### src/hw/rtl/jtsl_pkg.sv
// Shared types and constants of the JSON token span lexer.
package jtsl_pkg;

    // Line limit and the widths that follow from it
    localparam int MAX_LINE = 4096;
    localparam int COL_W    = $clog2(MAX_LINE);
    localparam int CNT_W    = $clog2(MAX_LINE + 1);
    localparam int LEN_W    = $clog2(MAX_LINE + 1);

    // Result queue between the lexer step and the output port
    localparam int QUEUE_DEPTH = 4;
    localparam int QPTR_W      = $clog2(QUEUE_DEPTH);
    localparam int QCNT_W      = $clog2(QUEUE_DEPTH + 1);

    // Lexer modes
    localparam logic [2:0] MODE_IDLE      = 3'd0;
    localparam logic [2:0] MODE_STR       = 3'd1;
    localparam logic [2:0] MODE_STR_ESC   = 3'd2;
    localparam logic [2:0] MODE_AFTER_STR = 3'd3;
    localparam logic [2:0] MODE_NUM       = 3'd4;
    localparam logic [2:0] MODE_MINUS     = 3'd5;
    localparam logic [2:0] MODE_KW        = 3'd6;

    // Token classes
    localparam logic [2:0] CLS_KEY     = 3'd0;
    localparam logic [2:0] CLS_STRING  = 3'd1;
    localparam logic [2:0] CLS_NUMBER  = 3'd2;
    localparam logic [2:0] CLS_KEYWORD = 3'd3;
    localparam logic [2:0] CLS_PUNCT   = 3'd4;

    typedef struct packed {
        logic [7:0] char_code;
        logic       line_end;
    } t_in_word;

    typedef struct packed {
        logic [COL_W-1:0] span_start;
        logic [LEN_W-1:0] span_length;
        logic [2:0]       token_class;
        logic             line_overflow;
        logic             last_of_run;
    } t_out_word;

    typedef struct packed {
        logic [2:0]       lex_mode;
        logic [CNT_W-1:0] column;
        logic [COL_W-1:0] token_start;
        logic [COL_W-1:0] string_end;
        logic [1:0]       keyword_which;
        logic [2:0]       keyword_index;
        logic             prev_alnum;
        logic             overflow_seen;
    } t_lex_state;

    // Spans caused by one character: up to two
    typedef struct packed {
        logic [1:0] count;
        t_out_word  word0;
        t_out_word  word1;
    } t_step_res;

    localparam t_lex_state LEX_RESET = '{
        lex_mode:      MODE_IDLE,
        column:        '0,
        token_start:   '0,
        string_end:    '0,
        keyword_which: 2'd0,
        keyword_index: 3'd0,
        prev_alnum:    1'b0,
        overflow_seen: 1'b0
    };

endpackage

### src/hw/rtl/jtsl_step.sv
// Next-state and span logic of the lexer for one character.
module jtsl_step (
    input  jtsl_pkg::t_lex_state i_state,
    input  jtsl_pkg::t_in_word   i_word,
    output jtsl_pkg::t_lex_state o_next,
    output jtsl_pkg::t_step_res  o_res
);
    import jtsl_pkg::*;

    localparam logic [7:0] CH_QUOTE  = 8'h22;
    localparam logic [7:0] CH_BSLASH = 8'h5C;
    localparam logic [7:0] CH_COLON  = 8'h3A;
    localparam logic [7:0] CH_MINUS  = 8'h2D;
    localparam logic [7:0] CH_PLUS   = 8'h2B;
    localparam logic [7:0] CH_DOT    = 8'h2E;
    localparam logic [7:0] CH_COMMA  = 8'h2C;
    localparam logic [7:0] CH_LBRACE = 8'h7B;
    localparam logic [7:0] CH_RBRACE = 8'h7D;
    localparam logic [7:0] CH_LBRACK = 8'h5B;
    localparam logic [7:0] CH_RBRACK = 8'h5D;
    localparam logic [7:0] CH_LOW_E  = 8'h65;
    localparam logic [7:0] CH_UP_E   = 8'h45;
    localparam logic [7:0] CH_LOW_T  = 8'h74;
    localparam logic [7:0] CH_LOW_F  = 8'h66;
    localparam logic [7:0] CH_LOW_N  = 8'h6E;

    localparam logic [1:0] KW_TRUE  = 2'd0;
    localparam logic [1:0] KW_FALSE = 2'd1;
    localparam logic [1:0] KW_NULL  = 2'd2;

    function automatic logic is_digit(input logic [7:0] c);
        return (c >= 8'h30) && (c <= 8'h39);
    endfunction

    function automatic logic is_space(input logic [7:0] c);
        return ((c >= 8'h09) && (c <= 8'h0D)) || (c == 8'h20) || (c == 8'h85)
            || (c == 8'hA0);
    endfunction

    function automatic logic is_alnum(input logic [7:0] c);
        return is_digit(c) || ((c >= 8'h41) && (c <= 8'h5A))
            || ((c >= 8'h61) && (c <= 8'h7A))
            || (c == 8'hAA) || (c == 8'hB2) || (c == 8'hB3) || (c == 8'hB5)
            || (c == 8'hB9) || (c == 8'hBA) || ((c >= 8'hBC) && (c <= 8'hBE))
            || ((c >= 8'hC0) && (c != 8'hD7) && (c != 8'hF7));
    endfunction

    function automatic logic is_punct(input logic [7:0] c);
        return (c == CH_LBRACE) || (c == CH_RBRACE) || (c == CH_LBRACK)
            || (c == CH_RBRACK) || (c == CH_COLON) || (c == CH_COMMA);
    endfunction

    // Keyword spelling, indexed by keyword and letter position
    function automatic logic [7:0] kw_char(input logic [1:0] w, input logic [2:0] idx);
        logic [7:0] ch;
        ch = 8'h00;
        unique case (w)
            KW_TRUE: begin
                unique case (idx)
                    3'd1:    ch = 8'h72;
                    3'd2:    ch = 8'h75;
                    3'd3:    ch = 8'h65;
                    default: ch = 8'h74;
                endcase
            end
            KW_FALSE: begin
                unique case (idx)
                    3'd1:    ch = 8'h61;
                    3'd2:    ch = 8'h6C;
                    3'd3:    ch = 8'h73;
                    3'd4:    ch = 8'h65;
                    default: ch = 8'h66;
                endcase
            end
            default: begin
                unique case (idx)
                    3'd1:    ch = 8'h75;
                    3'd2:    ch = 8'h6C;
                    3'd3:    ch = 8'h6C;
                    default: ch = 8'h6E;
                endcase
            end
        endcase
        return ch;
    endfunction

    function automatic logic [2:0] kw_len(input logic [1:0] w);
        return (w == KW_FALSE) ? 3'd5 : 3'd4;
    endfunction

    function automatic t_out_word make_span(input logic [COL_W-1:0] first,
                                            input logic [COL_W-1:0] last_col,
                                            input logic [2:0] cls);
        t_out_word w;
        w.span_start    = first;
        w.span_length   = LEN_W'(last_col - first) + LEN_W'(1);
        w.token_class   = cls;
        w.line_overflow = 1'b0;
        w.last_of_run   = 1'b0;
        return w;
    endfunction

    logic [7:0]       ch;
    logic             alnum;
    logic [COL_W-1:0] pos;
    t_lex_state       st;
    logic             fresh_go;
    logic             pa_fresh;
    logic             pend_go;
    logic [2:0]       pend_cls;
    t_out_word        res [2];
    logic [1:0]       n;

    always_comb begin
        ch       = i_word.char_code;
        alnum    = is_alnum(ch);
        st       = i_state;
        fresh_go = 1'b0;
        pa_fresh = i_state.prev_alnum;
        pend_go  = 1'b0;
        pend_cls = CLS_STRING;
        n        = 2'd0;
        res[0]   = '0;
        res[1]   = '0;

        // Saturate the column at the line limit
        if (i_state.column >= CNT_W'(MAX_LINE)) begin
            st.overflow_seen = 1'b1;
            pos = COL_W'(MAX_LINE - 1);
        end else begin
            pos = i_state.column[COL_W-1:0];
            st.column = i_state.column + CNT_W'(1);
        end

        // Advance the token in progress
        unique case (i_state.lex_mode)
            MODE_STR: begin
                st.string_end = pos;
                if (ch == CH_BSLASH) begin
                    st.lex_mode = MODE_STR_ESC;
                end else if (ch == CH_QUOTE) begin
                    st.lex_mode = MODE_AFTER_STR;
                end
            end
            MODE_STR_ESC: begin
                st.string_end = pos;
                st.lex_mode   = MODE_STR;
            end
            MODE_AFTER_STR: begin
                if (!is_space(ch)) begin
                    pend_go  = 1'b1;
                    pend_cls = (ch == CH_COLON) ? CLS_KEY : CLS_STRING;
                    fresh_go = 1'b1;
                end
            end
            MODE_NUM: begin
                if (is_digit(ch) || ch == CH_DOT || ch == CH_LOW_E || ch == CH_UP_E
                    || ch == CH_PLUS || ch == CH_MINUS) begin
                    st.string_end = pos;
                end else begin
                    pend_go  = 1'b1;
                    pend_cls = CLS_NUMBER;
                    fresh_go = 1'b1;
                end
            end
            MODE_MINUS: begin
                if (is_digit(ch)) begin
                    st.lex_mode   = MODE_NUM;
                    st.string_end = pos;
                end else begin
                    fresh_go = 1'b1;
                end
            end
            MODE_KW: begin
                if (i_state.keyword_index < kw_len(i_state.keyword_which)) begin
                    if (ch == kw_char(i_state.keyword_which, i_state.keyword_index)) begin
                        st.keyword_index = i_state.keyword_index + 3'd1;
                        st.string_end    = pos;
                    end else begin
                        pa_fresh = 1'b1;
                        fresh_go = 1'b1;
                    end
                end else if (!alnum) begin
                    pend_go  = 1'b1;
                    pend_cls = CLS_KEYWORD;
                    fresh_go = 1'b1;
                end else begin
                    pa_fresh = 1'b1;
                    fresh_go = 1'b1;
                end
            end
            default: begin
                fresh_go = 1'b1;
            end
        endcase

        // Report the finished token
        if (pend_go) begin
            res[n[0]] = make_span(st.token_start, st.string_end, pend_cls);
            n = n + 2'd1;
        end

        // Lex the character afresh
        if (fresh_go) begin
            st.lex_mode = MODE_IDLE;
            if (ch == CH_QUOTE) begin
                st.lex_mode    = MODE_STR;
                st.token_start = pos;
                st.string_end  = pos;
            end else if (is_digit(ch)) begin
                st.lex_mode    = MODE_NUM;
                st.token_start = pos;
                st.string_end  = pos;
            end else if (ch == CH_MINUS) begin
                st.lex_mode    = MODE_MINUS;
                st.token_start = pos;
                st.string_end  = pos;
            end else if ((ch == CH_LOW_T || ch == CH_LOW_F || ch == CH_LOW_N) && !pa_fresh) begin
                st.lex_mode      = MODE_KW;
                st.token_start   = pos;
                st.string_end    = pos;
                st.keyword_which = (ch == CH_LOW_T) ? KW_TRUE
                                 : (ch == CH_LOW_F) ? KW_FALSE : KW_NULL;
                st.keyword_index = 3'd1;
            end else if (is_punct(ch)) begin
                res[n[0]] = make_span(pos, pos, CLS_PUNCT);
                n = n + 2'd1;
            end
        end
        st.prev_alnum = alnum;

        // Flush the pending token at line end
        if (i_word.line_end) begin
            if (st.lex_mode == MODE_STR || st.lex_mode == MODE_STR_ESC
                || st.lex_mode == MODE_AFTER_STR) begin
                res[n[0]] = make_span(st.token_start, st.string_end, CLS_STRING);
                n = n + 2'd1;
            end else if (st.lex_mode == MODE_NUM) begin
                res[n[0]] = make_span(st.token_start, st.string_end, CLS_NUMBER);
                n = n + 2'd1;
            end else if (st.lex_mode == MODE_KW
                         && st.keyword_index >= kw_len(st.keyword_which)) begin
                res[n[0]] = make_span(st.token_start, st.string_end, CLS_KEYWORD);
                n = n + 2'd1;
            end
        end

        // Stamp overflow and the end of the run
        res[0].line_overflow = st.overflow_seen;
        res[1].line_overflow = st.overflow_seen;
        res[0].last_of_run   = (n == 2'd1);
        res[1].last_of_run   = (n == 2'd2);

        o_res.count = n;
        o_res.word0 = res[0];
        o_res.word1 = res[1];
        o_next      = i_word.line_end ? LEX_RESET : st;
    end

endmodule

### src/hw/rtl/jtsl_out_queue.sv
// Result queue: takes up to two span words per cycle, delivers one per cycle while the receiver is ready.
module jtsl_out_queue (
    input  logic               i_clk,
    input  logic               i_rst_n,
    input  jtsl_pkg::t_step_res i_push,
    input  logic               i_push_en,
    output logic               o_room,
    output logic               o_valid,
    input  logic               i_ready,
    output jtsl_pkg::t_out_word o_word
);
    import jtsl_pkg::*;

    t_out_word         r_mem [QUEUE_DEPTH];
    logic [QPTR_W-1:0] r_wr_ptr;
    logic [QPTR_W-1:0] r_rd_ptr;
    logic [QCNT_W-1:0] r_count;
    logic [QPTR_W-1:0] n_wr_ptr;
    logic [QPTR_W-1:0] n_rd_ptr;
    logic [QCNT_W-1:0] n_count;
    logic [1:0]        push_n;
    logic              pop;

    // Keep room for two words before taking a character
    assign o_room  = (r_count <= QCNT_W'(QUEUE_DEPTH - 2));
    assign o_valid = (r_count != '0);
    assign o_word  = r_mem[r_rd_ptr];
    assign push_n  = i_push_en ? i_push.count : 2'd0;
    assign pop     = o_valid && i_ready;

    always_comb begin
        n_wr_ptr = r_wr_ptr + QPTR_W'(push_n);
        n_rd_ptr = pop ? r_rd_ptr + QPTR_W'(1) : r_rd_ptr;
        n_count  = r_count + QCNT_W'(push_n) - QCNT_W'(pop);
    end

    // Store the words of this character
    always_ff @(posedge i_clk) begin
        if (push_n != 2'd0) begin
            r_mem[r_wr_ptr] <= i_push.word0;
        end
        if (push_n == 2'd2) begin
            r_mem[r_wr_ptr + QPTR_W'(1)] <= i_push.word1;
        end
    end

    // Advance pointers and fill level
    always_ff @(posedge i_clk) begin
        if (!i_rst_n) begin
            r_wr_ptr <= '0;
            r_rd_ptr <= '0;
            r_count  <= '0;
        end else begin
            r_wr_ptr <= n_wr_ptr;
            r_rd_ptr <= n_rd_ptr;
            r_count  <= n_count;
        end
    end

endmodule

### src/hw/rtl/json_token_span_lexer_unit.sv
// Top level of the JSON token span lexer.
// Takes one Latin-1 character per clock while ready and returns the JSON
// token spans of each line as (start column, length, class), with a
// line-overflow flag and a flag on the last span that a character causes.
// The lexer state updates in the cycle a character word is taken, so a new
// character can follow every clock while the queue has room; spans enter a
// four-word queue and leave one word per clock while the output is ready.
// A character may cause two spans, so the sustained rate is one character
// per cycle while each causes at most one span and the output is ready.
// Input ready drops when the queue has fewer than two free places; spans
// are registered in the queue before output. Columns saturate at 4095.
module json_token_span_lexer_unit (
    input  logic                i_clk,
    input  logic                i_rst_n,
    input  logic                i_in_valid,
    output logic                o_in_ready,
    input  jtsl_pkg::t_in_word  i_in_word,
    output logic                o_out_valid,
    input  logic                i_out_ready,
    output jtsl_pkg::t_out_word o_out_word
);
    import jtsl_pkg::*;

    t_lex_state r_state;
    t_lex_state n_state;
    t_step_res  step_res;
    logic       accept;

    assign accept = i_in_valid && o_in_ready;

    jtsl_step u_step (
        .i_state (r_state),
        .i_word  (i_in_word),
        .o_next  (n_state),
        .o_res   (step_res)
    );

    jtsl_out_queue u_queue (
        .i_clk     (i_clk),
        .i_rst_n   (i_rst_n),
        .i_push    (step_res),
        .i_push_en (accept),
        .o_room    (o_in_ready),
        .o_valid   (o_out_valid),
        .i_ready   (i_out_ready),
        .o_word    (o_out_word)
    );

    // Advance the lexer state on each taken character word
    always_ff @(posedge i_clk) begin
        if (!i_rst_n) begin
            r_state <= LEX_RESET;
        end else if (accept) begin
            r_state <= n_state;
        end
    end

endmodule

### config.mk
export PLATFORM = sky130hd
export DESIGN_NAME = json_token_span_lexer_unit
export DESIGN_NICKNAME = d
export VERILOG_FILES = /design/src/hw/rtl/jtsl_pkg.sv /design/src/hw/rtl/jtsl_step.sv /design/src/hw/rtl/jtsl_out_queue.sv /design/src/hw/rtl/json_token_span_lexer_unit.sv
export SDC_FILE = /design/constraint.sdc
export NUM_CORES = 1
export LEC_CHECK = 0
export ABC_AREA = 0
export BUFFER_PORTS_ARGS = -buffer_cell sky130_fd_sc_hd__buf_4
export CAP_MARGIN = 5
export CELL_PAD_IN_SITES_DETAIL_PLACEMENT = 2
export CELL_PAD_IN_SITES_GLOBAL_PLACEMENT = 2
export CORE_UTILIZATION = 41
export CTS_BUF_LIST = sky130_fd_sc_hd__clkbuf_4 sky130_fd_sc_hd__clkbuf_8
export CTS_CLUSTER_DIAMETER = 200
export DETAILED_ROUTE_END_ITERATION = 10
export GPL_ROUTABILITY_DRIVEN = 0
export PLACE_DENSITY_LB_ADDON = 0.1
export SYNTH_ARGS = -nofsm -noshare
export SYNTH_HDL_FRONTEND = slang
export SYNTH_SLANG_ARGS = --single-unit
### constraint.sdc
create_clock -name i_clk -period 8.6 [get_ports i_clk]
set_input_delay 0.86 -clock i_clk [delete_from_list [all_inputs] [get_ports i_clk]]
set_output_delay 0.86 -clock i_clk [all_outputs]
set_load 0.02 [all_outputs]
==> summary.md, run 1 <==
| Metric | Value |
|---|---|
| Final Hold Fails | `0` |
| CTS tree | `done` |
| RSZ-0062 raised after global routing | `false` |
| Fraction of layout cells with a size suffix above 1 | `0.157` |
| Launching point of the worst reg2reg path | `r_state[4]` |
| I/O pin count | `45` |
| Most frequent cell after synthesis | `mux2i_1` |
| Router iterations before antenna repair | `6` |
| Least-Margin Pin Slew | `1090 ps` |
| Synth top area cells | `edfxtp_1 31%, mux2i_1 11%, dfxtp_1 9.6%, ha_1 6.5%, mux4_2 5.8%` |
| Clock Sinks | `176` |
| HP Class | `reg2reg` |
| Post-synthesis sequential area ratio | `0.405` |
| CTS hold repair buffers | `0` |
| Final Instance Area | `12700 sq um` |
| Post-Syn Nets | `1164` |
| Vias | `8910` |
| Iteration-0 DRC Markers | `616` |
| # port buffers | `44` |
| Yosys warns | `0` |
| Top cells by count, synth | `127 x mux2i_1, 120 x edfxtp_1, 69 x inv_1, 61 x a22oi_1, 61 x ha_1` |
| Pwr Density | `169 nW/um^2` |
| MaxCap Viol Count | `0` |
| Cell Rows | `61` |
| FMAX | `131 MHz` |
| Initial antenna violation count | `0` |
| Hpwl dp | `25700 microns` |
| Synth Cell Area | `11700 sq um` |
| CTS resizes | `0` |
| H-Tree Level Count | `4` |
| DIE AREA | `29100 sq um` |
| Cells after synthesis | `1087` |
| Horiz. Die Dim | `171 microns` |
| Status | `finished, final reports clean` |
| Core ar. | `27900 sq um` |
| Setup crit start | `r_state[4]` |
| DR DRC count | `0` |
| Global Route Usage Sum | `0.264` |
| Initial Util | `0.418` |
| Crit path DAT | `7840 ps` |
| Power Total | `2.14 mW` |
| GRT Residual Overflow | `0` |
| Cell Count, Final, Fillers Out | `1488` |
| Yosys top cell area share | `0.309` |
| CP required | `8820 ps` |
| Post-synth EDFFs | `120` |
| Die Ht | `171 microns` |
| LEAKAGE | `4.95 nW` |
| Crit path launch type | `register` |
| Placed insts | `1456` |
| Worst Path Max Fanout | `34` |
| Post-CTS setup buffers | `0` |
| Vias in the first global route | `9669` |
| Post-Route WL | `36800 microns` |
| First-pass GRT wire length | `58000 microns` |
| Clock Skew | `20.5 ps` |
| Sequential standard cell area | `4730 sq um` |
| FILL cells | `2918` |
| Min-delay src | `r_state[0]` |
| Routed Antenna Nets | `0` |
| Area grow syn2layout | `9.04%` |
| Clk buf depth | `2` |
| Worst slack, placed | `1030 ps` |
| # nets final | `1174` |
| Setup crit end kind | `register` |
| Post-synth ARST share | `0` |
| Final setup fails | `0` |
| CTS buffer count | `17` |
| Area of the multi-input gates | `6390 sq um` |
| Fin crit share | `0.887` |
| DP Area | `12300 sq um` |
| Synth area leader | `edfxtp_1` |
| Dominant synthesized flop cell | `edfxtp_1` |
| Setup_tns | `0 ps` |
| Clock-pin slew on the worst setup and hold paths | `110 ps` |
| Drt wl/cell | `24.7 microns` |
| Slew HR | `0.268` |
| Reg-to-reg slack, setup | `970 ps` |
| Slew Limit Fails | `0` |
| Largest net degree at the start of global routing | `46` |
| Clock root buffer | `clkbuf_8` |
| Setup WS post-layout | `973 ps` |
| Path type of the worst setup path | `reg2reg` |
| Worst-Skew Late Latency | `480 ps` |
| Yosys reg bits | `176` |
| Distinct cells, synth | `80` |
| Synthesized area per cell | `10.7 sq um` |
| Min cycle time layout | `7630 ps` |
| VDD IR-drop max | `0.0858 mV` |
| Ant diodes | `0` |
| DR vias/cell | `5.99` |
[critical path, stage by stage, from the launching register on]
cell      delay (ps)
dfxtp_1          730
inv_1            140
ha_1             320
nand2b_1         240
o21ai_0          260
a211oi_1         120
or4_4            550
or4_1            650
and2_1           290
o22ai_2          280
buf_4            400
nor2_1            90
a21oi_1          260
inv_1            110
ha_1             360
ha_1             310
a21o_1           180
a21oi_1          220
o21bai_1          90
a21oi_1          230
nor2b_1           80
o21a_1           190
o31a_1           260
o41ai_1          330
xor2_1           140
a22oi_1          390
mux2i_1          140
[worst paths after layout]
| check | end | cells past startpoint |
|---|---|---|
| max | u_queue.r_mem[2][17] | 26 |
| min | r_state[0] | 2 |
| max reg2reg | u_queue.r_mem[2][17] | 26 |
| min reg2reg | r_state[0] | 2 |
[routing by layer]
layer / GRT usage / share of wire
met2: 0.434 / 0.48
met5: 0 / 0
met4: 0.0744 / 0.018
met1: 0.363 / 0.47
met3: 0.0347 / 0.038
[cell type report]
| type | count | area share |
|---|---|---|
| flip-flops and latches | 176 | 0.372 |
| repair buffers | 61 | 0.0360 |
| clock inverters | 15 | 0.0130 |
| inverters | 70 | 0.0209 |
| well taps | 378 | 0.0372 |
| clock buffers | 17 | 0.0184 |
| multi-input cells | 771 | 0.503 |
[registers in the layout, indices dropped and copies added, names as in the netlist, named ones only]
signal,cells
u_queue.r_mem,120
r_state,47
u_queue.r_count,3
u_queue.r_rd_ptr,2
u_queue.r_wr_ptr,2
[cells by family (layout without fill, tap and decap cells)]
logic type	Yosys count	count (layout)	share of synthesized area
compound gates	232	232	0.140
flops	176	176	0.405
buf+inv	140	163	0.0529
fa+ha+maj	64	64	0.0706
xor+xnor	36	36	0.0271
simple gates	270	270	0.126
mux	169	169	0.179
[stage by stage]
step | hold slack, ps | utilization
2_1_floorplan | 429 | -
3_3_place_gp | 447 | 0.442
4_1_cts | 490 | 0.456
5_1_grt | 523 | 0.456
3_5_place_dp | 461 | 0.442
6_report | 494 | 0.456
[report_power, final]
part	internal, mW	switching (mW)	leakage, nW	total, mW
combinational	0.245	0.336	3.11	0.581
sequential	0.937	0.0183	1.64	0.955
clock	0.220	0.387	0.198	0.607
[placed cells by master (no fill, tap or decap), drive strengths merged, types with 45 or more instances in the layout]
| master | n |
|---|---|
| a22oi | 62 |
| nor2 | 55 |
| edfxtp | 120 |
| a21oi | 48 |
| buf | 61 |
| mux2i | 127 |
| ha | 61 |
| dfxtp | 56 |
| inv | 77 |
| nor2b | 45 |
| nand2 | 46 |
(Power assumes the default switching activity.)
==> run 2: changes to the inputs <==
REMOVE_ABC_BUFFERS = 1   (was default)
==> summary.md, run 2 (same netlist as run 1, synthesis figures left out) <==
| Metric | Value |
|---|---|
| Status | `finished, final reports clean` |
| Clock-pin slew on the worst setup and hold paths | `120 ps` |
| RSZ-0062 raised after global routing | `false` |
| Max reg flops | `120` |
| Commonest non-fill, non-tap cells in the layout | `127 x mux2i_1, 120 x edfxtp_1, 69 x inv_1` |
| Clk buf depth | `2` |
| Horiz. Die Dim | `171 microns` |
| Crit path DAT | `7760 ps` |
| CTS hold repair buffers | `0` |
| Area grow syn2layout | `9.73%` |
| Fraction of layout cells with a size suffix above 1 | `0.162` |
| CTS buffer count | `17` |
| CTS resizes | `0` |
| Crit path largest cell delay | `700 ps` |
| Worst Path Max Fanout | `33` |
| LEAKAGE | `5.01 nW` |
| Final Hold Fails | `0` |
| Global Route Usage Sum | `0.255` |
| Hpwl dp | `25700 microns` |
| Setup_tns | `0 ps` |
| Clock root buffer | `clkbuf_8` |
| Worst-Skew Late Latency | `480 ps` |
| Min cycle time layout | `7540 ps` |
| Core ar. | `27900 sq um` |
| Fin util | `0.459` |
| Vias in the first global route | `9577` |
| FMAX | `133 MHz` |
| Worst path top cell family by delay | `compound AO/OA/AOI/OAI gates` |
| Drt wl/cell | `23.8 microns` |
| MaxCap Viol Count | `0` |
| Slew HR | `0.314` |
| Path type of the worst setup path | `reg2reg` |
| Post-Route WL | `35500 microns` |
| Commonest non-fill, non-tap cell in the layout | `mux2i_1` |
| I/O pin count | `45` |
| Largest reg by FF count | `u_queue.r_mem` |
| Iteration-0 DRC Markers | `486` |
| Top cell by count, worst path | `a21oi_1` |
| # nets final | `1180` |
| DR DRC count | `0` |
| Buf/Inv on CP | `3` |
| DP Area | `12400 sq um` |
| Vias | `8791` |
| Largest regs | `u_queue.r_mem x120, r_state x47, u_queue.r_count x3` |
| Largest net degree at the start of global routing | `46` |
| Router iterations before antenna repair | `4` |
| Pwr Density | `171 nW/um^2` |
| Clock Skew | `23.2 ps` |
| Setup crit end kind | `register` |
| Least-Margin Pin Slew | `1030 ps` |
| HP Class | `reg2reg` |
| CP max stage cell | `dfxtp_1` |
| Placed insts | `1462` |
| Cell Rows | `61` |
| Die Ht | `171 microns` |
| H-Tree Level Count | `4` |
| Initial antenna violation count | `0` |
| First-pass GRT wire length | `56500 microns` |
| DR vias/cell | `5.88` |
| GRT Residual Overflow | `0` |
| Crit path launch type | `register` |
| # port buffers | `44` |
| Initial Util | `0.418` |
| Clock Sinks | `176` |
| CTS tree | `done` |
| Final setup fails | `0` |
| CP required | `8820 ps` |
| Final Instance Area | `12800 sq um` |
| DIE AREA | `29100 sq um` |
| Routed Antenna Nets | `0` |
| Cell Count, Final, Fillers Out | `1494` |
| Slew Limit Fails | `0` |
| VDD IR-drop max | `0.103 mV` |
| Ant diodes | `0` |
| Fin crit share | `0.876` |
| Post-CTS setup buffers | `0` |
## run 2: worst register-to-register path: cells and delay by family (launching register included)
| kind | cells | cell delay [ps] |
|---|---|---|
| AOI/OAI and AO/OA | 12 | 2420 |
| and+or+nand+nor | 4 | 1680 |
| adders and majority gates | 4 | 1210 |
| DFF | 1 | 700 |
| buffers and inverters | 3 | 580 |
| muxes | 2 | 570 |
| xor gates and xnor gates | 1 | 120 |
## run 2: worst paths after layout
kind	end	startpoint	depth (start not counted)	slack (ps)
min	r_state[1]	r_state[1]	2	480
max	u_queue.r_mem[0][16]	r_state[4]	26	1060
min reg2reg	r_state[1]	r_state[1]	2	480
max reg2reg	u_queue.r_mem[0][16]	r_state[4]	26	1060
## run 2: stage by stage
step                      setup slack, ps  hold slack, ps  total power, mW
after floorplan                      1330             429             1.34
after global placement               1420             442             1.54
after detailed placement             1100             474             1.56
after CTS                            1080             487             2.21
after global routing                  518             519             2.28
final                                1060             481             2.18
## run 2: where the power goes
| group | switching, mW | internal, mW |
|---|---|---|
| clock network | 0.396 | 0.253 |
| registers | 0.0183 | 0.937 |
| logic | 0.335 | 0.245 |
| total | 0.749 | 1.44 |
## run 2: layout make-up
class,instances,area [sq um]
sequential,176,4730
tap,378,473
timing repair buffer,67,528
clock buffer,17,234
multi-input combinational,771,6360
clock inverter,15,203
inverter,70,265
fill,2847,15100
## run 2: routing by layer
metal | track usage | vias to the layer above | wire, microns
met1 | 0.352 | 4531 | 17300
li1 | - | 4093 | -
met2 | 0.432 | 132 | 17000
met4 | 0.0615 | 0 | 471
met5 | 0 | - | 0
met3 | 0.0231 | 35 | 832
